**src/rtl/mdc_pkg.sv**
```systemverilog
// Shared types, constants and the sine table function of the modulated delay chorus.
package mdc_pkg;

  // Default sizes
  localparam int unsigned DelayDepthDef = 131072;
  localparam int unsigned SineSizeDef   = 1024;

  // Fixed-point constants of the tone blend and chorus mix
  localparam int unsigned ChorusDryK = 13763;
  localparam int unsigned ChorusWetK = 25559;
  localparam int unsigned G1Base     = 9830;
  localparam int unsigned G1Span     = 22938;
  localparam int unsigned G2Base     = 22938;
  localparam int unsigned G2Span     = 11469;
  localparam int unsigned UnityQ15   = 32768;

  localparam int unsigned CfgIdxW  = 3;
  localparam int unsigned CfgDataW = 32;

  typedef enum logic [CfgIdxW-1:0] {
    REG_MODE,
    REG_BASE_DELAY,
    REG_MOD_DEPTH,
    REG_PHASE_STEP,
    REG_SPREAD,
    REG_FEEDBACK,
    REG_TONE,
    REG_MIX
  } reg_idx_e;

  typedef enum logic [1:0] {
    MODE_CHORUS,
    MODE_FLANGE,
    MODE_DUB,
    MODE_WIDE
  } mode_e;

  typedef struct packed {
    mode_e       mode;
    logic [24:0] base_delay;
    logic [19:0] mod_depth;
    logic [31:0] phase_step;
    logic [31:0] spread_offset;
    logic [14:0] feedback;
    logic [31:0] tone_setting;
    logic [31:0] mix_gains;
  } cfg_t;

  // Sequencer steps; the per-channel steps run LFO through MIX
  typedef enum logic [4:0] {
    ST_IDLE,
    ST_GAIN1,
    ST_GAIN2,
    ST_GAIN3,
    ST_LFO,
    ST_MOD,
    ST_DELAY,
    ST_ADDR,
    ST_RD_A,
    ST_RD_B,
    ST_TAP_B,
    ST_INTERP,
    ST_D,
    ST_TONE,
    ST_FILT,
    ST_PD,
    ST_PS,
    ST_P,
    ST_FB,
    ST_WRITE,
    ST_WD,
    ST_WET,
    ST_MD,
    ST_MW,
    ST_MIX,
    ST_FIN
  } state_e;

  typedef struct packed {
    state_e step;
    logic   ch;
    logic   accept;
    logic   load_out;
  } cmd_t;

  // Sine table entry k of a table with 2^tw entries, Q1.15
  function automatic logic signed [15:0] sine_entry(input int unsigned k,
                                                    input int unsigned tw);
    logic [31:0] p;
    logic [31:0] x;
    logic [31:0] x2;
    logic [31:0] t;
    logic [31:0] y;
    logic [1:0]  q;
    p = 32'(k) << (32 - tw);
    q = p[31:30];
    x = {17'd0, p[29:15]};
    if (q[0]) x = 32'd32768 - x;
    x2 = (x * x) >> 15;
    t = ((32'd21024 - ((32'd2320 * x2) >> 15)) * x2) >> 15;
    t = 32'd51472 - t;
    y = (t * x) >> 15;
    if (y > 32'd32767) y = 32'd32767;
    return q[1] ? 16'(32'd0 - y) : 16'(y);
  endfunction

endpackage

```
**src/rtl/mdc_regs.sv**
```systemverilog
// Configuration register file of the modulated delay chorus.
module mdc_regs (
  input  logic                           clk_i,
  input  logic                           rst_ni,
  input  logic                           cfg_valid_i,
  output logic                           cfg_ready_o,
  input  logic [mdc_pkg::CfgIdxW-1:0]    cfg_index_i,
  input  logic [mdc_pkg::CfgDataW-1:0]   cfg_data_i,
  output mdc_pkg::cfg_t                  cfg_o
);
  import mdc_pkg::*;

  cfg_t cfg_q;
  cfg_t cfg_d;

  assign cfg_ready_o = 1'b1;

  // register write decode
  always_comb begin
    cfg_d = cfg_q;
    if (cfg_valid_i) begin
      case (reg_idx_e'(cfg_index_i))
        REG_MODE:       cfg_d.mode          = mode_e'(cfg_data_i[1:0]);
        REG_BASE_DELAY: cfg_d.base_delay    = cfg_data_i[24:0];
        REG_MOD_DEPTH:  cfg_d.mod_depth     = cfg_data_i[19:0];
        REG_PHASE_STEP: cfg_d.phase_step    = cfg_data_i;
        REG_SPREAD:     cfg_d.spread_offset = cfg_data_i;
        REG_FEEDBACK:   cfg_d.feedback      = cfg_data_i[14:0];
        REG_TONE:       cfg_d.tone_setting  = cfg_data_i;
        REG_MIX:        cfg_d.mix_gains     = cfg_data_i;
        default:        cfg_d = cfg_q;
      endcase
    end
  end

  always_ff @(posedge clk_i or negedge rst_ni) begin
    if (!rst_ni) begin
      cfg_q.mode          <= MODE_CHORUS;
      cfg_q.base_delay    <= 25'd516096;
      cfg_q.mod_depth     <= '0;
      cfg_q.phase_step    <= '0;
      cfg_q.spread_offset <= '0;
      cfg_q.feedback      <= 15'd8847;
      cfg_q.tone_setting  <= '0;
      cfg_q.mix_gains     <= '0;
    end else begin
      cfg_q <= cfg_d;
    end
  end

  assign cfg_o = cfg_q;

endmodule

```
**config.mk**
```make
export PLATFORM = sky130hd
export DESIGN_NAME = mdc_regs
export DESIGN_NICKNAME = d
export VERILOG_FILES = /design/src/rtl/mdc_pkg.sv /design/src/rtl/mdc_regs.sv
export SDC_FILE = /design/constraint.sdc
export NUM_CORES = 1
export LEC_CHECK = 0
export ABC_AREA = 0
export BUFFER_PORTS_ARGS = -buffer_cell sky130_fd_sc_hd__buf_2
export CAP_MARGIN = 20
export CORE_MARGIN = 2
export CORE_UTILIZATION = 46
export CTS_CLUSTER_SIZE = 25
export DETAILED_ROUTE_END_ITERATION = 10
export HOLD_SLACK_MARGIN = 0.12
export MAX_ROUTING_LAYER = met4
export PLACE_DENSITY = 0.75
export SLEW_MARGIN = 30
export SYNTH_ARGS = -nofsm -noshare
export SYNTH_HDL_FRONTEND = slang
export SYNTH_SLANG_ARGS = --single-unit
```
**constraint.sdc**
```tcl
create_clock -name clk_i -period 0.8 [get_ports clk_i]
set_clock_uncertainty 0.2 [all_clocks]
set_input_delay 0.16 -clock clk_i [delete_from_list [all_inputs] [get_ports clk_i]]
set_output_delay 0.16 -clock clk_i [all_outputs]
set_load 0.01 [all_outputs]
```
==> flow_metrics.tcl, run 1 <==
set metrics [dict create \
    area_growth_pct 62.7 \
    cts_root_buf "clkbuf_16" \
    cts_max_level 4 \
    antenna_cells 0 \
    dp.cells 865 \
    cts.clk_slew.worst_paths_ns 0.07 \
    yosys-mux-area-fraction_pct 31.4 \
    largest_register_ffs 190 \
    instances_no_fill 1028 \
    yosys.area_share.adder_pct 0 \
    die_w_um 131 \
    setup_viol 380 \
    yosys.area.top_type "dfrtp_1" \
    cp_cell_sequence "buf_6" \
    hold_path.class "primary input to asynchronous set/reset pin" \
    pin_count 229 \
    crit_slowest_cell "dfstp_2" \
    slew_violations 0 \
    yosys_most_used_dff "dfrtp_1" \
    synth_top_family_by_area "multiplexers" \
    drc_errors 0 \
    track_usage_pct 26.9 \
    die_y_um 131 \
    clkSinkCount 190 \
    cp-start-kind "register" \
    worst-path-max-fanout 2 \
    place.gp.congestion 0.808 \
    clockPowerShare_pct 25.5 \
    post_drt_via_cell_ratio 5.09 \
    synth-edff-count 0 \
    ys_top_cells_by_count "dfrtp_1 (177), mux2_2 (140), mux2_4 (50), dfstp_2 (13), buf_2 (10)" \
    violations "hold timing, setup timing" \
    synthSimpleGateAreaFrac_pct 1.75 \
    rows 46 \
    swShare_pct 28.3 \
    synth_compound_area_share_pct 0 \
    timing.hold.ws_ns -0.451 \
    grt_first_pass_wirelength_mm 32.7 \
    synth.ff_latch_count 190 \
    place.port_buffers 227 \
    synth.most_common_cell "dfrtp_1" \
    powerDensity_mw_per_mm2 2700 \
    antenna_found_initial 0 \
    fillerInstances 873 \
    period_needed_ns 1.46 \
    syn_inst 413 \
    crit_buf_inv 1 \
    drtAntennaViolNets 0 \
    grt_overflow 0 \
    syn-cell-area_mm2 0.00742 \
    hpwl_mm 12.5 \
    max_stage_delay_ns 0.57 \
    leakage_nw 6.14 \
    combinationalPowerShare_pct 33.1 \
    crit_arrival_ns 1.10 \
    clk_latency_ns 0.42 \
    dieArea_mm2 0.0172 \
    wire_per_inst_um 23.4 \
    yosys-top-cells-area "dfrtp_1 (60%), mux2_2 (21%), mux2_4 (10%), dfstp_2 (4.6%), buf_6 (1.4%)" \
    fmax_mhz 684 \
    intPower_w 0.0234 \
    cts_buffers 17 \
    synth_xor_area_share_pct 0 \
    hold_viol 380 \
    cp.required_ns 0.44 \
    layout.nets 837 \
    maxCapViolCount 0 \
    seq_power_share_pct 41.4 \
    grt_pass1_vias 5485 \
    rsz0062_at_grt "true" \
    crit_type "register to output pin" \
    yosysSeqAreaShare_pct 64.3 \
    fin_crit_sh_pct 183 \
    first_iter_violations 264 \
    avgSynthCellArea_um2 18.0 \
    async_flop_share_pct 100 \
    wl_mm 24.1 \
    core_mm2 0.0158 \
    tritoncts "done" \
    irDropWorstVdd_uv 1460 \
    end_kind "output pin" \
    ys_warn_count 0 \
    dr.pass1.iters 4 \
    p_switching_w 0.00923 \
    grt_max_degree 43 \
    setup_ws_ns -0.662 \
    syn-num-nets 451 \
    path_delay_family "flip-flops" \
    max-clock-path-buffers 2 \
    start_util_pct 46.9 \
    synth_cell_types 13 \
    netlist.area_leader.share_pct 59.7 \
    drive_gt1_share_pct 78.0 \
    status "finished, violations left" \
    num_vias 5237 \
]
-- power groups by stage --
stage                     Sequential, W  Clock, W  Combinational [W]
after detailed placement         0.0131         0            0.00685
after global placement           0.0130         0            0.00663
after global routing             0.0136   0.00887             0.0114
after CTS                        0.0131   0.00834            0.00901
after floorplan                  0.0141         0            0.00256
final                            0.0135   0.00832             0.0108
-- stage by stage --
| step | setup TNS [ns] | util [%] | instance area, um^2 | setup WS [ns] | power (W) |
|---|---|---|---|---|---|
| after CTS | -153.01 | 71.7 | 11400 | -0.667 | 0.0304 |
| after detailed placement | -141.02 | 58.0 | 9180 | -0.769 | 0.0200 |
| after floorplan | -95.22 | - | 7620 | -0.641 | 0.0166 |
| after global placement | -136.38 | 58.0 | 9180 | -0.747 | 0.0197 |
| final | -159.65 | 76.3 | 12100 | -0.662 | 0.0326 |
| after global routing | -166.46 | 76.3 | 12100 | -0.700 | 0.0339 |
-- layer usage --
| layer | GRT usage, % | up-vias | part of all wire, % |
|---|---|---|---|
| met5 | - | - | 0 |
| met3 | 6.51 | 26 | 5.3 |
| met2 | 41.9 | 210 | 50 |
| met4 | 6.70 | 0 | 1.5 |
| met1 | 35.9 | 2763 | 43 |
| li1 | - | 2238 | - |
-- final timing paths --
check,from,end,slack [ns],depth (start not counted)
max,cfg_o[67],cfg_o[67],-0.66,1
min,rst_ni,cfg_o[70],-0.45,2
max reg2reg,cfg_o[102],cfg_o[102],-0.41,3
min reg2reg,cfg_o[16],cfg_o[16],0.31,1
max in group asynchronous,rst_ni,cfg_o[62],0.55,3
min in group clk_i,cfg_data_i[26],cfg_o[105],-0.18,2
-- area by class of cell --
| class | count | area (um^2) | share of cell area (%) |
|---|---|---|---|
| sequential | 190 | 4770 | 39.5 |
| timing repair buffer | 391 | 3610 | 29.9 |
| multi-input combinational | 199 | 2860 | 23.7 |
| clock buffer | 18 | 429 | 3.55 |
| tap | 216 | 270 | 2.24 |
| clock inverter | 14 | 143 | 1.18 |
-- layout by cell type, fill, tap and decap left out --
| cell | n |
|---|---|
| dfstp_2 | 13 |
| buf_8 | 8 |
| inv_6 | 2 |
| buf_6 | 145 |
| buf_4 | 52 |
| clkinv_4 | 2 |
| clkbuf_16 | 20 |
| and4bb_4 | 3 |
| clkinv_2 | 5 |
| dfrtp_1 | 177 |
| mux2_2 | 44 |
| mux2_4 | 146 |
| clkinvlp_4 | 3 |
| buf_2 | 153 |
| nand4_4 | 1 |
| conb_1 | 1 |
| clkbuf_1 | 1 |
| buf_16 | 3 |
| nor4b_4 | 1 |
| buf_12 | 27 |
| nand4b_4 | 3 |
| bufinv_16 | 2 |
-- timing repair --
action | CTS | global route
setup buffers | 81 | 73
resized for setup | 139 | 145
endpoints found under the setup margin | 380 | 380
pin swaps | 7 | 6
endpoints found under the hold margin | 380 | 380
cloned | 14 | 2
-- logic make-up after synthesis --
group	Yosys count
DFF	190
buffers and inverters	24
and+or+nand+nor	8
other	1
muxes	190
Power figures use the tool's default switching activity.
==> inputs of run 2 (changes only) <==
==> constraint.sdc (replaced) <==
create_clock -name clk_i -period 0.8 [get_ports clk_i]
set_clock_uncertainty 0.2 [all_clocks]
set_input_delay 0.16 -clock clk_i [delete_from_list [all_inputs] [get_ports clk_i]]
set_output_delay 0.16 -clock clk_i [all_outputs]
set_load 0.02 [all_outputs]
==> flow_metrics.tcl, run 2 (synthesized netlist as in run 1, its figures left out) <==
set metrics [dict create \
    final_cell_mix "buf_6 (278), dfrtp_1 (177), mux2_4 (170)" \
    clkSinkCount 190 \
    grt_util_met3_pct 6.64 \
    wl_mm 28.5 \
    fillerInstances 677 \
    busiest_layer "met2" \
    core_mm2 0.0158 \
    drive_gt1_share_pct 78.9 \
    die_w_um 131 \
    tritoncts "done" \
    seq_power_share_pct 36.9 \
    antenna_cells 0 \
    drc_errors 0 \
    max_stage_delay_ns 0.58 \
    setup_viol 380 \
    cts_buffers 17 \
    end_kind "output pin" \
    cts.clk_slew.worst_paths_ns 0.07 \
    crit_arrival_ns 1.13 \
    place.port_buffers 227 \
    max-clock-path-buffers 2 \
    total_power_w 0.0377 \
    pin_count 229 \
    track_usage_pct 31.3 \
    powerDensity_mw_per_mm2 2800 \
    timing.hold.ws_ns -0.464 \
    clockPowerShare_pct 22.9 \
    status "finished, violations left" \
    hold_viol 376 \
    place.gp.congestion 0.809 \
    grt_max_degree 36 \
    layout.nets 881 \
    grt_pass1_vias 5966 \
    combinationalPowerShare_pct 40.2 \
    cp-start-kind "register" \
    crit_type "register to output pin" \
    irDropWorstVdd_uv 1650 \
    dr.pass1.iters 4 \
    grt_overflow 0 \
    cts_max_level 4 \
    num_vias 5578 \
    gr-usage-met1_pct 38.1 \
    worst-path-max-fanout 2 \
    start_util_pct 46.9 \
    slew_violations 0 \
    final_common_cell "buf_6" \
    crit_buf_inv 1 \
    cp.required_ns 0.44 \
    die_y_um 131 \
    drtAntennaViolNets 0 \
    largest_register_ffs 190 \
    swShare_pct 31.7 \
    violations "hold timing, setup timing" \
    clk_latency_ns 0.42 \
    leakage_nw 6.79 \
    hpwl_mm 12.7 \
    hold_path.class "primary input to asynchronous set/reset pin" \
    fmax_mhz 670 \
    grt_use_met2_pct 52.9 \
    cp_cell_sequence "buf_6" \
    area_growth_pct 81.7 \
    crit_slowest_cell "dfstp_2" \
    intPower_w 0.0258 \
    path_delay_family "flip-flops" \
    first_iter_violations 287 \
    rows 46 \
    rsz0062_at_grt "true" \
    dieArea_mm2 0.0172 \
    grt_first_pass_wirelength_mm 37.4 \
    cts_root_buf "clkbuf_16" \
    wire_per_inst_um 26.6 \
    place_ws_ns -0.799 \
    post_drt_via_cell_ratio 5.20 \
    setup_ws_ns -0.692 \
    maxCapViolCount 0 \
    antenna_found_initial 0 \
    p_switching_w 0.0120 \
    period_needed_ns 1.49 \
    fin_crit_sh_pct 187 \
]
## run 2: changes by cell type in the layout (fill, tap and decap cells not counted), sizes merged
cell,change
buf,+42
inv,+1
dlygate4sd3,+2
clkbuf,+2
clkinv,-3
## run 2: through the flow
step / instance area (um^2) / instances / TNS (ns) / hold WS (ns) / util, %
after global placement: 9260 / 873 / -140.17 / -0.0725 / 58.5
after detailed placement: 9260 / 873 / -145.56 / -0.0662 / 58.5
after CTS: 12700 / 1008 / -159.85 / -0.513 / 80.5
after floorplan: 7620 / 413 / -95.66 / -0.336 / -
after global routing: 13500 / 1072 / -174.34 / -0.477 / 85.2
final: 13500 / 1072 / -168.39 / -0.464 / 85.2
## run 2: power groups by stage
stage	clock (W)	sequential, W	combinational (W)
CTS	0.00858	0.0136	0.0131
floorplan	0	0.0157	0.00255
detailed placement	0	0.0132	0.00858
global route	0.00913	0.0141	0.0158
finish	0.00865	0.0139	0.0152
global placement	0	0.0131	0.00836
## run 2: what timing repair did
item	4_1_cts	5_1_grt
endpoints found under the setup margin	380	397
gates cloned	16	3
endpoints found under the hold margin	380	378
hold buffers	5	1
resized for setup	526	87
pin swaps	6	4
buffers inserted	83	90
## run 2: metal layers
metal | share of wire, % | vias to the layer above
met5 | 0 | -
met4 | 2.5 | 0
met3 | 5.3 | 47
met2 | 53 | 236
met1 | 39 | 2962
li1 | - | 2333
## run 2: path summary, 6_finish.rpt
path                            slack (ns)           start  depth (start not counted)          to
worst min register to register        0.33       cfg_o[48]                          1   cfg_o[48]
worst min-delay path                 -0.46          rst_ni                          2   cfg_o[80]
worst max-delay path                 -0.69       cfg_o[67]                          1   cfg_o[67]
min in group clk_i                   -0.18  cfg_data_i[28]                          2  cfg_o[107]
worst max register to register       -0.44      cfg_o[162]                          3  cfg_o[162]
max in group asynchronous             0.01          rst_ni                          4  cfg_o[106]
## run 2: cell type report
cell class	instances	area (um^2)	area share [%]
Clock buffer	20	457	3.39
Clock inverter	12	133	0.984
Multi-Input combinational cell	199	2950	21.9
Sequential cell	190	4770	35.4
Tap cell	216	270	2.00
Timing Repair Buffer	435	4910	36.4
