==> src/rtl/mdc_pkg.sv <==
// Shared types, constants and the sine table function of the modulated delay chorus.
package mdc_pkg;

  // Default sizes
  localparam int unsigned DelayDepthDef = 131072;
  localparam int unsigned SineSizeDef   = 1024;

  // Fixed-point constants of the tone blend and chorus mix
  localparam int unsigned ChorusDryK = 13763;
  localparam int unsigned ChorusWetK = 25559;
  localparam int unsigned G1Base     = 9830;
  localparam int unsigned G1Span     = 22938;
  localparam int unsigned G2Base     = 22938;
  localparam int unsigned G2Span     = 11469;
  localparam int unsigned UnityQ15   = 32768;

  localparam int unsigned CfgIdxW  = 3;
  localparam int unsigned CfgDataW = 32;

  typedef enum logic [CfgIdxW-1:0] {
    REG_MODE,
    REG_BASE_DELAY,
    REG_MOD_DEPTH,
    REG_PHASE_STEP,
    REG_SPREAD,
    REG_FEEDBACK,
    REG_TONE,
    REG_MIX
  } reg_idx_e;

  typedef enum logic [1:0] {
    MODE_CHORUS,
    MODE_FLANGE,
    MODE_DUB,
    MODE_WIDE
  } mode_e;

  typedef struct packed {
    mode_e       mode;
    logic [24:0] base_delay;
    logic [19:0] mod_depth;
    logic [31:0] phase_step;
    logic [31:0] spread_offset;
    logic [14:0] feedback;
    logic [31:0] tone_setting;
    logic [31:0] mix_gains;
  } cfg_t;

  // Sequencer steps; the per-channel steps run LFO through MIX
  typedef enum logic [4:0] {
    ST_IDLE,
    ST_GAIN1,
    ST_GAIN2,
    ST_GAIN3,
    ST_LFO,
    ST_MOD,
    ST_DELAY,
    ST_ADDR,
    ST_RD_A,
    ST_RD_B,
    ST_TAP_B,
    ST_INTERP,
    ST_D,
    ST_TONE,
    ST_FILT,
    ST_PD,
    ST_PS,
    ST_P,
    ST_FB,
    ST_WRITE,
    ST_WD,
    ST_WET,
    ST_MD,
    ST_MW,
    ST_MIX,
    ST_FIN
  } state_e;

  typedef struct packed {
    state_e step;
    logic   ch;
    logic   accept;
    logic   load_out;
  } cmd_t;

  // Sine table entry k of a table with 2^tw entries, Q1.15
  function automatic logic signed [15:0] sine_entry(input int unsigned k,
                                                    input int unsigned tw);
    logic [31:0] p;
    logic [31:0] x;
    logic [31:0] x2;
    logic [31:0] t;
    logic [31:0] y;
    logic [1:0]  q;
    p = 32'(k) << (32 - tw);
    q = p[31:30];
    x = {17'd0, p[29:15]};
    if (q[0]) x = 32'd32768 - x;
    x2 = (x * x) >> 15;
    t = ((32'd21024 - ((32'd2320 * x2) >> 15)) * x2) >> 15;
    t = 32'd51472 - t;
    y = (t * x) >> 15;
    if (y > 32'd32767) y = 32'd32767;
    return q[1] ? 16'(32'd0 - y) : 16'(y);
  endfunction

endpackage

==> src/rtl/mdc_ctrl.sv <==
// Step sequencer and handshake control of the modulated delay chorus.
module mdc_ctrl (
  input  logic          clk_i,
  input  logic          rst_ni,
  input  logic          in_valid_i,
  output logic          in_ready_o,
  output logic          out_valid_o,
  input  logic          out_ready_i,
  output mdc_pkg::cmd_t cmd_o
);
  import mdc_pkg::*;

  state_e state_q, state_d;
  logic   ch_q, ch_d;
  logic   out_valid_q, out_valid_d;
  logic   out_free;

  assign out_free = !out_valid_q || out_ready_i;

  // next state
  always_comb begin
    state_d = state_q;
    ch_d    = ch_q;
    case (state_q)
      ST_IDLE: begin
        ch_d = 1'b0;
        if (in_valid_i) state_d = ST_GAIN1;
      end
      ST_GAIN1:  state_d = ST_GAIN2;
      ST_GAIN2:  state_d = ST_GAIN3;
      ST_GAIN3:  state_d = ST_LFO;
      ST_LFO:    state_d = ST_MOD;
      ST_MOD:    state_d = ST_DELAY;
      ST_DELAY:  state_d = ST_ADDR;
      ST_ADDR:   state_d = ST_RD_A;
      ST_RD_A:   state_d = ST_RD_B;
      ST_RD_B:   state_d = ST_TAP_B;
      ST_TAP_B:  state_d = ST_INTERP;
      ST_INTERP: state_d = ST_D;
      ST_D:      state_d = ST_TONE;
      ST_TONE:   state_d = ST_FILT;
      ST_FILT:   state_d = ST_PD;
      ST_PD:     state_d = ST_PS;
      ST_PS:     state_d = ST_P;
      ST_P:      state_d = ST_FB;
      ST_FB:     state_d = ST_WRITE;
      ST_WRITE:  state_d = ST_WD;
      ST_WD:     state_d = ST_WET;
      ST_WET:    state_d = ST_MD;
      ST_MD:     state_d = ST_MW;
      ST_MW:     state_d = ST_MIX;
      ST_MIX: begin
        ch_d    = !ch_q;
        state_d = ch_q ? ST_FIN : ST_LFO;
      end
      ST_FIN: begin
        if (out_free) state_d = ST_IDLE;
      end
      default: state_d = ST_IDLE;
    endcase
  end

  // outputs
  always_comb begin
    cmd_o.step     = state_q;
    cmd_o.ch       = ch_q;
    cmd_o.accept   = (state_q == ST_IDLE) && in_valid_i;
    cmd_o.load_out = (state_q == ST_FIN) && out_free;
    in_ready_o     = (state_q == ST_IDLE);
    out_valid_o    = out_valid_q;
  end

  // result register holds its item until taken
  always_comb begin
    out_valid_d = out_valid_q;
    if (out_ready_i) out_valid_d = 1'b0;
    if (cmd_o.load_out) out_valid_d = 1'b1;
  end

  always_ff @(posedge clk_i or negedge rst_ni) begin
    if (!rst_ni) begin
      state_q     <= ST_IDLE;
      ch_q        <= 1'b0;
      out_valid_q <= 1'b0;
    end else begin
      state_q     <= state_d;
      ch_q        <= ch_d;
      out_valid_q <= out_valid_d;
    end
  end

  a_accept_starts : assert property (@(posedge clk_i) disable iff (!rst_ni)
    (in_valid_i && in_ready_o) |=> (state_q == ST_GAIN1))
    else $error("accepted item did not start the sequence");

  a_left_first : assert property (@(posedge clk_i) disable iff (!rst_ni)
    (state_q == ST_GAIN1) |-> !ch_q)
    else $error("frame did not start on the left channel");

  a_load_sets_valid : assert property (@(posedge clk_i) disable iff (!rst_ni)
    cmd_o.load_out |=> out_valid_q)
    else $error("result load did not raise out_valid");

endmodule

==> config.mk <==
export PLATFORM = sky130hd
export DESIGN_NAME = mdc_ctrl
export DESIGN_NICKNAME = d
export VERILOG_FILES = /design/src/rtl/mdc_pkg.sv /design/src/rtl/mdc_ctrl.sv
export SDC_FILE = /design/constraint.sdc
export NUM_CORES = 1
export LEC_CHECK = 0
export ABC_AREA = 1
export BUFFER_PORTS_ARGS = -buffer_cell sky130_fd_sc_hd__buf_2
export CORE_MARGIN = 4
export CORE_UTILIZATION = 35
export CTS_CLUSTER_SIZE = 12
export DETAILED_ROUTE_END_ITERATION = 8
export HOLD_SLACK_MARGIN = 0.05
export PLACE_DENSITY = 0.6
export SLEW_MARGIN = 10
export SYNTH_ARGS = -nofsm -noshare
export SYNTH_HDL_FRONTEND = slang
export SYNTH_SLANG_ARGS = --single-unit
==> constraint.sdc <==
create_clock -name clk_i -period 1.5 [get_ports clk_i]
set_clock_uncertainty 0.05 [all_clocks]
set_input_delay 0.15 -clock clk_i [delete_from_list [all_inputs] [get_ports clk_i]]
set_output_delay 0.15 -clock clk_i [all_outputs]
set_load 0.01 [all_outputs]
==> results of run 1 <==
## sequential cells by signal, summed over array words and instances, names as in the netlist
| register | count |
|---|---|
| ch_q | 1 |
| out_valid_o | 1 |
| state_q | 5 |
## tightest hold or removal path, cell delays in order
cell and delay [ns]:
buf_2 0.07, or2_2 0.12, nand2_1 0.06
## worst paths after layout
kind / startpoint / endpoint / slack (ns) / cells past startpoint
setup / recovery: state_q[1] / cmd_o[1] / -0.01 / 6
hold / removal: out_ready_i / out_valid_o / 0.14 / 3
setup reg to reg: state_q[0] / state_q[2] / 0.13 / 7
hold reg to reg: ch_q / ch_q / 0.51 / 1
max in group asynchronous: rst_ni / state_q[0] / 1.01 / 2
min in group asynchronous: rst_ni / state_q[1] / 0.21 / 2
## kinds of logic (layout without fill, tap and decap cells)
kind of cell / Yosys count / after routing / synth area share
buf+inv: 19 / 47 / 0.137
flops: 7 / 7 / 0.290
xor+xnor: 1 / 1 / 0.0145
simple gates: 67 / 67 / 0.526
compound gates: 4 / 4 / 0.0331
## layer usage
layer | share of wire | wire, um | vias to the layer above | track usage
met3 | 0.045 | 74 | 2 | 0.0301
li1 | - | - | 355 | -
met5 | 0 | 0 | - | 0
met1 | 0.47 | 762 | 291 | 0.177
met2 | 0.48 | 777 | 21 | 0.214
met4 | 0.0086 | 14 | 0 | 0.0415
## cells in the mapped netlist (2+ instances only)
master,count,area [sq um]
nand2_1,26,97.6
nor2_1,19,71.3
nand3_1,12,60.1
inv_1,11,41.3
dfrtp_1,7,175
buf_4,3,22.5
inv_2,3,11.3
nor2_2,3,18.8
nor2_4,3,33.8
clkinv_1,2,7.51
o21ai_0,2,10.0
## timing repair
action / 4_1_cts / 5_1_grt
buffers inserted: 5 / 6
pin swaps: 1 / 2
hold buffers: 1 / 0
hold endpoints to repair: 7 / 0
setup endpoints to repair: 3 / 3
resized for setup: 6 / 0
## stage by stage
step | cell area, sq um | power (mW) | hold WS (ns) | instances | worst slack [ns]
after floorplan | 604 | 1.07 | -0.196 | 98 | 0.224
after global placement | 682 | 1.34 | -0.0565 | 126 | 0.180
after detailed placement | 682 | 1.34 | -0.0521 | 126 | 0.130
after CTS | 768 | 1.66 | 0.142 | 136 | -0.00710
after global routing | 813 | 1.96 | 0.156 | 142 | -0.110
final | 813 | 1.79 | 0.136 | 142 | -0.0110
## layout make-up
| class | instances | area, sq um |
|---|---|---|
| sequential | 7 | 180 |
| clock buffer | 4 | 26.3 |
| multi-input combinational | 72 | 354 |
| inverter | 16 | 60.1 |
| tap | 16 | 20.0 |
| timing repair buffer | 27 | 173 |
| fill | 166 | 763 |
## power by group
part           leakage, nW  switching [mW]  total [mW]  internal, mW
registers           0.0859           0.140       0.419         0.279
logic                0.382           0.660        1.19         0.534
clock network       0.0150          0.0797       0.182         0.102
==> results.md, run 1 <==
Synthesis:
- The netlist uses 18 different library cells.
- The number of warnings reported in the yosys synthesis log is 0.
- After synthesis the cells add up to 604 sq um.
- In the synthesized netlist, the number of instances is 98.
- In the synthesized netlist the dominant register cell turns out to be dfrtp_1.
- The synthesized netlist net count is 102.
- Counting flops with an async set or reset pin after synthesis yields a share of 1.00.
- The flop and latch count out of synthesis is 7.
- Averaged over all synthesized cells, the footprint is 6.17 sq um.
- Of the synthesized area, sequential elements account for 0.290.
- The number of synthesized flops with an enable pin is 0.

STA:
- The setup total negative slack is -0.0110 ns.
- Of the available clock period, the critical path in the final layout requires 1.01.
- At the pin with the least slew margin, the transition time is 0.287 ns.
- Setup repair after global routing could not meet its margin everywhere.
- The count of final hold-check violations was 0.
- The max-slew violation count was 0.
- In the post-route analysis, the smallest setup slack over all paths is -0.0110 ns.
- The relative max-transition margin is 0.808.
- The final count of negative-setup-slack endpoints is 1.
- Counting I/O delays and the setup requirement, the final critical path takes 1.51 ns.
- The highest attainable clock frequency is 0.662 GHz.

Global route:
- The initial antenna violation count is 0.
- The global-route congestion overflow total is 0.
- The global router's overall resource usage is 0.134.
- Entering global routing, the biggest net connects 8 pins.
- The via count of the first global-routing pass is 567.
- The global-route wire length before repair is around 2500 um.

Route:
- After detailed routing, the average wire length per cell comes to 11.5 um.
- The count of vias placed by the detailed router is 669.
- The antenna violation net count after detailed routing is 0.
- In the routed design, unresolved DRC markers number 0.
- The pre-antenna-repair detailed-routing pass consisted of 4 iterations.
- The total wire length after detailed routing is 1630 um.
- Dividing the detail-routed via count by the number of cells gives approximately 4.7.
- For this block, the initial DRC count from the detailed router was 26.

Clock tree:
- The clock passes through at most 2 buffers.
- In this run the number of H-tree levels came out at 1.
- Clock latency on the worst-skew pair, taken at its later pin, is 0.26 ns.
- The clock-pin slew of the registers on the worst-case setup and hold paths is 0.06 ns.
- The root buffer cell chosen for the clock tree is clkbuf_4.
- The CTS tree is built.
- Counting every sink on the clock net gives 7.
- The number of clock buffers inserted by TritonCTS is 3.

Layout:
- The core occupancy in the finished layout is 0.516.
- The number of antenna diodes is 0.
- In the final layout, the share of cells above drive strength 1 is 0.365.
- The net count reported at finish is 131.
- The layout-stage area growth over the synthesis result is 34.6%.
- The library cell used most frequently in the layout, excluding fill and tap cells, is nand2_1.
- In the layout the commonest cells are nand2_1 (25), nor2_1 (19), buf_2 (13), buf_4 (13), nand3_1 (12).

Place:
- The wire-length estimate of the detail-placed layout is 1200 um.
- The congestion estimate from routability-driven global placement came to 0.827.
- The number of input and output port buffers inserted is 13.

Worst setup path:
- The type of the worst setup path is reg -> out.
- Among all stages on the critical path, the largest delay is contributed by dfrtp_2.
- The count of buffer and inverter cells on the critical path is 2.
- The family with the most delay on the worst path is flip-flops.
- The element type at the critical path end is a primary output.
- The signal on the critical path passes through nor2_4, inv_2, nor2_4, nand2_2, nor2_1, buf_2.
- The required time of the worst setup path is 1.30 ns.
- For the worst setup path, the data arrival time is 1.31 ns.
- In this run the worst path has a maximum fanout of 4.
- The worst setup path is launched from a flip-flop.
- Among the stages of the critical path, the cell type that occurs most often is nor2_4.
- The delay of the slowest critical-path stage is 0.44 ns.

Power and ir drop:
- In this run the power density over the cells is about 2200 nW/um^2.
- The worst-case vdd ir drop is between 0.001 and 0.0015 V.
- In this run the static leakage power is 0.482 nW.

Run:
- The reported max-cap violation count is 0.

Floorplanning:
- The overall die area is between 2000 and 2500 sq um.
- The initialized floorplan defines 14 standard-cell rows.
- The die width is 49.6 um.
- The die span in y is 49.6 um.
- During I/O placement, the number of pins put on the boundary was 14.
- For this configuration, the core starts out at a cell density of 0.383.
- The area inside the core boundary is 1580 sq um.

Hold path:
- The worst hold path belongs to the class in -> reg.

Outcome:
- The final reports fail on negative setup slack.
- The run finished, with violations left.
(Power assumes the default switching activity.)
==> inputs of run 2 (changes only) <==
--- a/config.mk
+++ b/config.mk
@@ -13,6 +13,7 @@
 export DETAILED_ROUTE_END_ITERATION = 8
 export HOLD_SLACK_MARGIN = 0.05
 export PLACE_DENSITY = 0.6
+export REMOVE_ABC_BUFFERS = 1
 export SLEW_MARGIN = 10
 export SYNTH_ARGS = -nofsm -noshare
 export SYNTH_HDL_FRONTEND = slang
==> run 2 against run 1 <==
Against the previous run:
- the run still ends with negative setup slack left
- sequential share of layout area up 0.50 points
- critical path depth unchanged
- final area down 1.5%
- power down 4.3%
- routed wire length down 6.3%
- first-iteration DRC count down 35%
- highest routed layer unchanged
==> results.md, run 2 (synthesis gave the netlist of run 1 again) <==
Clock tree:
- The number of clock buffers added by TritonCTS is 3.
- The tree built by TritonCTS fans out to 7 sinks.
- The number of buffers between clock root and the deepest sink is 2.
- The CTS tree is built.
- The clock-pin slew of the registers on the worst-case setup and hold paths is around 0.05 ns.
- The clock insertion delay at the later pin of the skew report is 0.25 ns.
- The clock tree root buffer cell is clkbuf_4.
- In this run the number of H-tree levels came out at 1.

Floorplanning:
- The floorplan row count is 14.
- The count of boundary I/O pins is 14.
- The area inside the core boundary is 1580 sq um.
- The die span in y is a little under 50 um.
- The initial core utilization is 0.383.
- The floorplan step defined a die boundary enclosing 2460 sq um.
- From left edge to right edge, the die measures 49.6 um.

Power and ir drop:
- The switching component of the power is 0.866 mW.
- Of the total power, registers draw 0.247.
- Of the total power, combinational logic draws 0.654.
- The total power density per cell area is ~2100 nW/um^2.
- The internal portion of the total power is between 0.8 and 0.9 mW.
- The switching part of the total is 0.505.
- The leakage dissipation is 0.474 nW.
- The clock share of power is 0.099.
- The worst-case vdd ir drop is about 0.00085 V.

Worst setup path:
- Data arrives at the worst endpoint at 1.31 ns.
- The required time of the worst setup path is 1.30 ns.
- Along the worst path, the maximum fanout reaches 5.
- The worst setup path is captured at a primary output.
- The critical path is of the reg -> out type.
- The critical path startpoint category is a flip-flop.

STA:
- Setup violations remaining at the end of the flow were counted as 1.
- The final period utilization is 1.01.
- The slew at the pin closest to its max-slew limit is ~0.22 ns.
- Headroom to the max-slew limit came out at 0.854.
- The max-slew violation count was 0.
- Setup repair after global routing could not meet its margin everywhere.
- The smallest clock period supported by the final layout is computed as 1.51 ns.
- The slack of the critical path is -0.00833 ns.
- The highest attainable clock frequency is 0.663 GHz.
- The count of final hold-check violations came to 0.

Global route:
- The via count of the first global-routing pass is 536.
- The met3 capacity usage during global routing is 0.0572.
- The global-route wire length before repair is ~2300 um.
- The highest-utilization routing layer at the global route stage is met2.
- Entering global routing, the biggest net connects 8 pins.
- For this run, global-route usage on met2 was measured as 0.176.
- In the global route stage, overall resource usage came out at 0.123.
- Summed over all layers, the global routing overflow is 0.
- For met1 alone, demand over resource in global routing was 0.162.
- The initial antenna violation count is 0.

Layout:
- The register with the most flip-flops is state_q.
- The layout-stage area growth over the synthesis result is 32.5%.
- The final layout contains 129 nets.
- Of the cells placed in the final design, the portion with a size suffix greater than 1 is 0.371.
- The register with the most flip-flops in the layout has 5 of them.
- The total of fill cells in the finished design is roughly 150.
- The post-route standard cell area excluding fillers is 801 sq um.
- In the layout the commonest cells are nand2_1 (25), nor2_1 (19), buf_2 (13).
- The most common library cell in the layout ignoring fill and taps is nand2_1.
- The repair_antennas step left the layout with diodes totalling 0.

Route:
- The DRC violation count after routing is 0.
- Dividing the detail-routed via count by the number of cells gives around 4.8.
- The number of violations reported at the end of detailed-routing iteration 0 is 17.
- The count of vias placed by the detailed router is roughly 680.
- The first-pass iteration count of the detailed router is 4.
- The antenna violation net count after detailed routing is 0.
- The average wire per standard cell is 10.9 um.
- After detailed routing, the total wire length is ~1500 um.

Place:
- OpenSTA, run right after detailed placement, puts the worst setup slack at 0.149 ns.
- The count of buffers added on input and output ports is 13.
- The final weighted congestion in routability-driven placement is 0.835.
- Summed over all nets, the half-perimeter wirelength after detailed placement is 1160 um.
- The total placed instance area is 682 sq um.

Run:
- The reported max-cap violation count is 0.

Hold path:
- The class of the worst hold path is in -> reg.

Outcome:
- The checks that failed: negative setup slack.
- The run finished, with violations left.
-- run 2: cell types whose count changed in the layout (fill, tap and decap cells not counted) --
cell	before	now
clkinv_2	0	1
clkbuf_1	1	0
dfrtp_2	4	5
dfrtp_1	3	2
buf_4	13	11
-- run 2: per-layer routing --
metal,up-vias,part of all wire
met2,18,0.46
met3,2,0.058
met5,-,0
met4,0,0.0052
met1,302,0.48
li1,355,-
-- run 2: power by group through the flow --
stage,Combinational (mW),Clock (mW),Sequential [mW]
final,1.12,0.170,0.424
after CTS,1.01,0.180,0.427
after detailed placement,0.904,0,0.433
after floorplan,0.582,0,0.462
after global routing,1.23,0.196,0.434
after global placement,0.910,0,0.426
-- run 2: stage by stage --
step                hold slack (ns)  cells  total power [mW]  setup TNS (ns)  utilization
finish                        0.143    140              1.72        -0.00833        0.508
global route                  0.150    140              1.86          -0.101        0.508
CTS                           0.134    134              1.61        -0.00918        0.479
detailed placement          -0.0614    126              1.34               0        0.433
global placement            -0.0554    126              1.34               0        0.433
floorplan                    -0.196     95              1.04               0            -
-- run 2: worst max-delay path, stage by stage (launching register included) --
cell and delay [ns]:
dfrtp_2 0.44, nor2_4 0.14, inv_2 0.06, nor2_4 0.12, nand2_2 0.09, nor2_1 0.08, buf_2 0.13
-- run 2: cell type report --
type | instances | area (sq um) | share of cell area
Multi-Input combinational cell | 72 | 354 | 0.442
Sequential cell | 7 | 181 | 0.227
Timing Repair Buffer | 25 | 158 | 0.197
Inverter | 16 | 60.1 | 0.0750
Clock buffer | 3 | 22.5 | 0.0281
Tap cell | 16 | 20.0 | 0.0250
Clock inverter | 1 | 5.00 | 0.00625
-- run 2: final timing paths --
| kind | startpoint | endpoint | slack, ns | cells past startpoint |
|---|---|---|---|---|
| hold / removal | out_ready_i | out_valid_o | 0.14 | 3 |
| setup reg to reg | state_q[0] | state_q[4] | 0.13 | 7 |
| setup / recovery | state_q[0] | cmd_o[1] | -0.008 | 6 |
| max in group asynchronous | rst_ni | state_q[1] | 1.03 | 2 |
| min in group asynchronous | rst_ni | ch_q | 0.21 | 2 |
| hold reg to reg | ch_q | ch_q | 0.50 | 1 |
-- run 2: what timing repair did --
action                                  4_1_cts  5_1_grt
hold endpoints to repair                      7        0
pin swaps                                     1        2
endpoints found under the setup margin        3        3
resized for setup                             6        1
hold buffers                                  1        0
buffers inserted                              3        6
==> inputs of run 3 (changes only) <==
==> constraint.sdc (replaced) <==
create_clock -name clk_i -period 1.5 [get_ports clk_i]
set_clock_uncertainty 0.05 [all_clocks]
set_input_delay 0.15 -clock clk_i [delete_from_list [all_inputs] [get_ports clk_i]]
set_output_delay 0.15 -clock clk_i [all_outputs]
set_load 0.005 [all_outputs]
==> run 3 against run 2 <==
Against the previous run:
- the run still ends with negative setup slack left
- sequential share of layout area grew 0.47 points
- register-to-register slack gained 0.05 ns
- sequential power grew 2%
- sequential cell count is the same
- combinational power shrank 6%
- clock power grew 4%
- non-clock buffer count shrank 2
- maximum frequency shrank 0.12%
- count of clock-buffer cells in the layout grew 1
- power shrank 3.2%
- via count shrank 4.1%
- final area shrank 2.0%
- critical endpoint unchanged
==> results.md, run 3 (synthesis gave the netlist of run 1 again) <==
Outcome:
- The flow ran to the end, but the final reports show violations.
- The checks that failed: negative setup slack.

Worst setup path:
- The launch point of the worst reg-to-reg path is state_q[0].
- For the worst flop-to-flop path, the logic depth is 7.
- The worst setup path is captured at a primary output.
- At the worst endpoint, the required time is 1.30 ns.
- The critical path is of the reg -> out type.
- The worst setup slack for register-to-register paths is 0.18 ns.
- The arrival time reported for the critical path endpoint is 1.31 ns.
- In this run the worst setup path begins at state_q[1].
- In this run the worst setup path terminates at cmd_o[1].
- The endpoint of the most critical register-to-register path is state_q[2].
- The top fanout value on the critical path is 5.
- The critical path startpoint category is a flip-flop.

Place:
- The number of input and output port buffers inserted is 13.
- Routability-driven placement finished with a final weighted congestion of about 0.86.
- At the placement stage, the worst setup path has a slack of approximately 0.11 ns.
- The number of placed instances, taps included, is 125.
- The HPWL after detailed placement is 1140 um.

Clock tree:
- The CTS tree is built.
- The number of buffers between clock root and the deepest sink is 2.
- The number of clock buffers inserted by TritonCTS is 3.
- The clock-pin slew of the registers on the worst-case setup and hold paths is 0.06 ns.
- The number of sinks on the clock net is 7.
- The root buffer cell chosen for the clock tree is clkbuf_4.
- At the later pin of the worst-skew pair, clock insertion delay measures 0.26 ns.
- CTS built an H-tree with a depth of 1.

Power and ir drop:
- VDD sags by at most 0.000780 V.
- The part of the power in registers is 0.261.
- Of the total power, the clock network draws 0.107.
- The total power density per cell area is between 2000 and 2500 nW/um^2.
- The switching component of the power is 0.823 mW.
- Of the total power, the share spent switching nets is 0.496.
- Summed over all cells, the static leakage comes to ~0.47 nW.
- The cell internal power dissipation is 0.838 mW.
- Of the total power, combinational logic draws 0.632.

Global route:
- The highest-utilization routing layer at the global route stage is met2.
- The first global-routing pass estimated between 2000 and 3000 um of wire.
- The global router's overall resource usage is 0.131.
- Entering global routing, the biggest net connects 9 pins.
- The via count of the first global-routing pass is 570.
- The global-route met2 utilization is 0.203.
- In the global route stage, met3 resource usage came out at 0.0542.
- The initial antenna violation count is 0.
- The global-route congestion overflow total is 0.
- The met1 routing resource usage after global routing is 0.171.

Route:
- Dividing the detail-routed wire length by the instance count gives 11.3 um.
- For this run, design rule violations remaining after detail routing come to 0.
- The number of violations reported at the end of detailed-routing iteration 0 is 21.
- The count of vias placed by the detailed router is around 650.
- The detail route stage leaves a number of antenna-violating nets equal to 0.
- The first-pass iteration count of the detailed router is 4.
- The average via count per standard cell is 4.70.
- The total wire length after detailed routing is 1550 um.

Layout:
- Leaving out fill and tap cells, the most frequent cell in the layout is nand2_1.
- Ranked by flip-flop count, first place goes to state_q.
- After the flow finishes, the layout carries non-filler instances totaling ~140.
- The repair_antennas step left the layout with diodes totalling 0.
- The fraction of layout cells with a size suffix above 1 is 0.361.
- The flip-flop count of the largest register after layout is 5.
- The top cell types in the final layout, fill and taps aside, are nand2_1 (25), nor2_1 (19), buf_2 (13).
- The area growth from synthesis to layout is 29.8%.
- The net count reported at finish is 127.

Floorplanning:
- The area inside the core boundary is 1580 sq um.
- Row generation in the floorplan step produced 14 rows.
- The die span in y is slightly below 50 um.
- The overall die area is approximately 2500 sq um.
- The initial core utilization is 0.383.
- The die is 49.6 um wide.
- The count of boundary I/O pins is 14.

STA:
- The max-slew violation count is 0.
- The slew at the pin closest to its max-slew limit is 0.227 ns.
- The count of final hold-check violations is 0.
- The relative max-transition margin is 0.847.
- The highest attainable clock frequency is 0.662 GHz.
- Setup violations remaining at the end of the flow were counted as 1.
- Setup repair after global routing could not meet its margin everywhere.
- The final period utilization is 1.01.
- Setup slack on the critical path of the routed design comes to -0.0101 ns.
- The minimum clock period is 1.51 ns.

Run:
- The reported max-cap violation count is 0.

Hold path:
- The instance count along the most critical hold path is 3.
- The class of the worst hold path is in -> reg.
[run 3: power groups by stage]
stage	Sequential, mW	Combinational (mW)	Clock (mW)
after floorplan	0.435	0.574	0
after global placement	0.431	0.866	0
after detailed placement	0.436	0.841	0
after CTS	0.441	0.919	0.181
after global routing	0.449	1.18	0.197
final	0.434	1.05	0.177
[run 3: cell type report]
cell class | count | area (sq um)
clock buffer | 4 | 26.3
fill | 171 | 792
inverter | 16 | 60.1
multi-input combinational | 72 | 354
sequential | 7 | 181
tap | 16 | 20.0
timing repair buffer | 23 | 143
[run 3: repair_timing]
action | CTS | global route
hold buffers | 1 | 0
gates cloned | 0 | 0
endpoints found under the setup margin | 3 | 4
endpoints found under the hold margin | 7 | 0
setup buffers | 2 | 6
resized for setup | 6 | 2
pin swaps | 1 | 1
[run 3: worst min path at each step]
| stage | startpoint | end |
|---|---|---|
| floorplan | rst_ni | ch_q |
| global placement | rst_ni | state_q[0] |
| finish | out_ready_i | out_valid_o |
| CTS | out_ready_i | out_valid_o |
| detailed placement | rst_ni | state_q[0] |
| global route | out_ready_i | out_valid_o |
[run 3: metal layers]
metal	routed length, um	share of wire
met1	723	0.47
met4	0	0
met2	718	0.46
met5	0	0
met3	110	0.071
[run 3: per-stage QoR]
stage / setup TNS (ns) / instance area [sq um] / hold slack [ns] / util / total power [mW]
floorplan: 0 / 582 / -0.196 / - / 1.01
global placement: 0 / 674 / -0.0512 / 0.428 / 1.30
detailed placement: 0 / 674 / -0.0488 / 0.428 / 1.28
CTS: 0 / 738 / 0.139 / 0.468 / 1.54
global route: -0.195 / 785 / 0.150 / 0.498 / 1.83
finish: -0.0101 / 785 / 0.145 / 0.498 / 1.66
[run 3: critical path, cell delays in order (launching register included)]
cell	delay [ns]
dfrtp_2	0.44
nor2_4	0.14
inv_2	0.06
nor2_4	0.12
nand2_2	0.09
nor2_1	0.08
buf_2	0.11
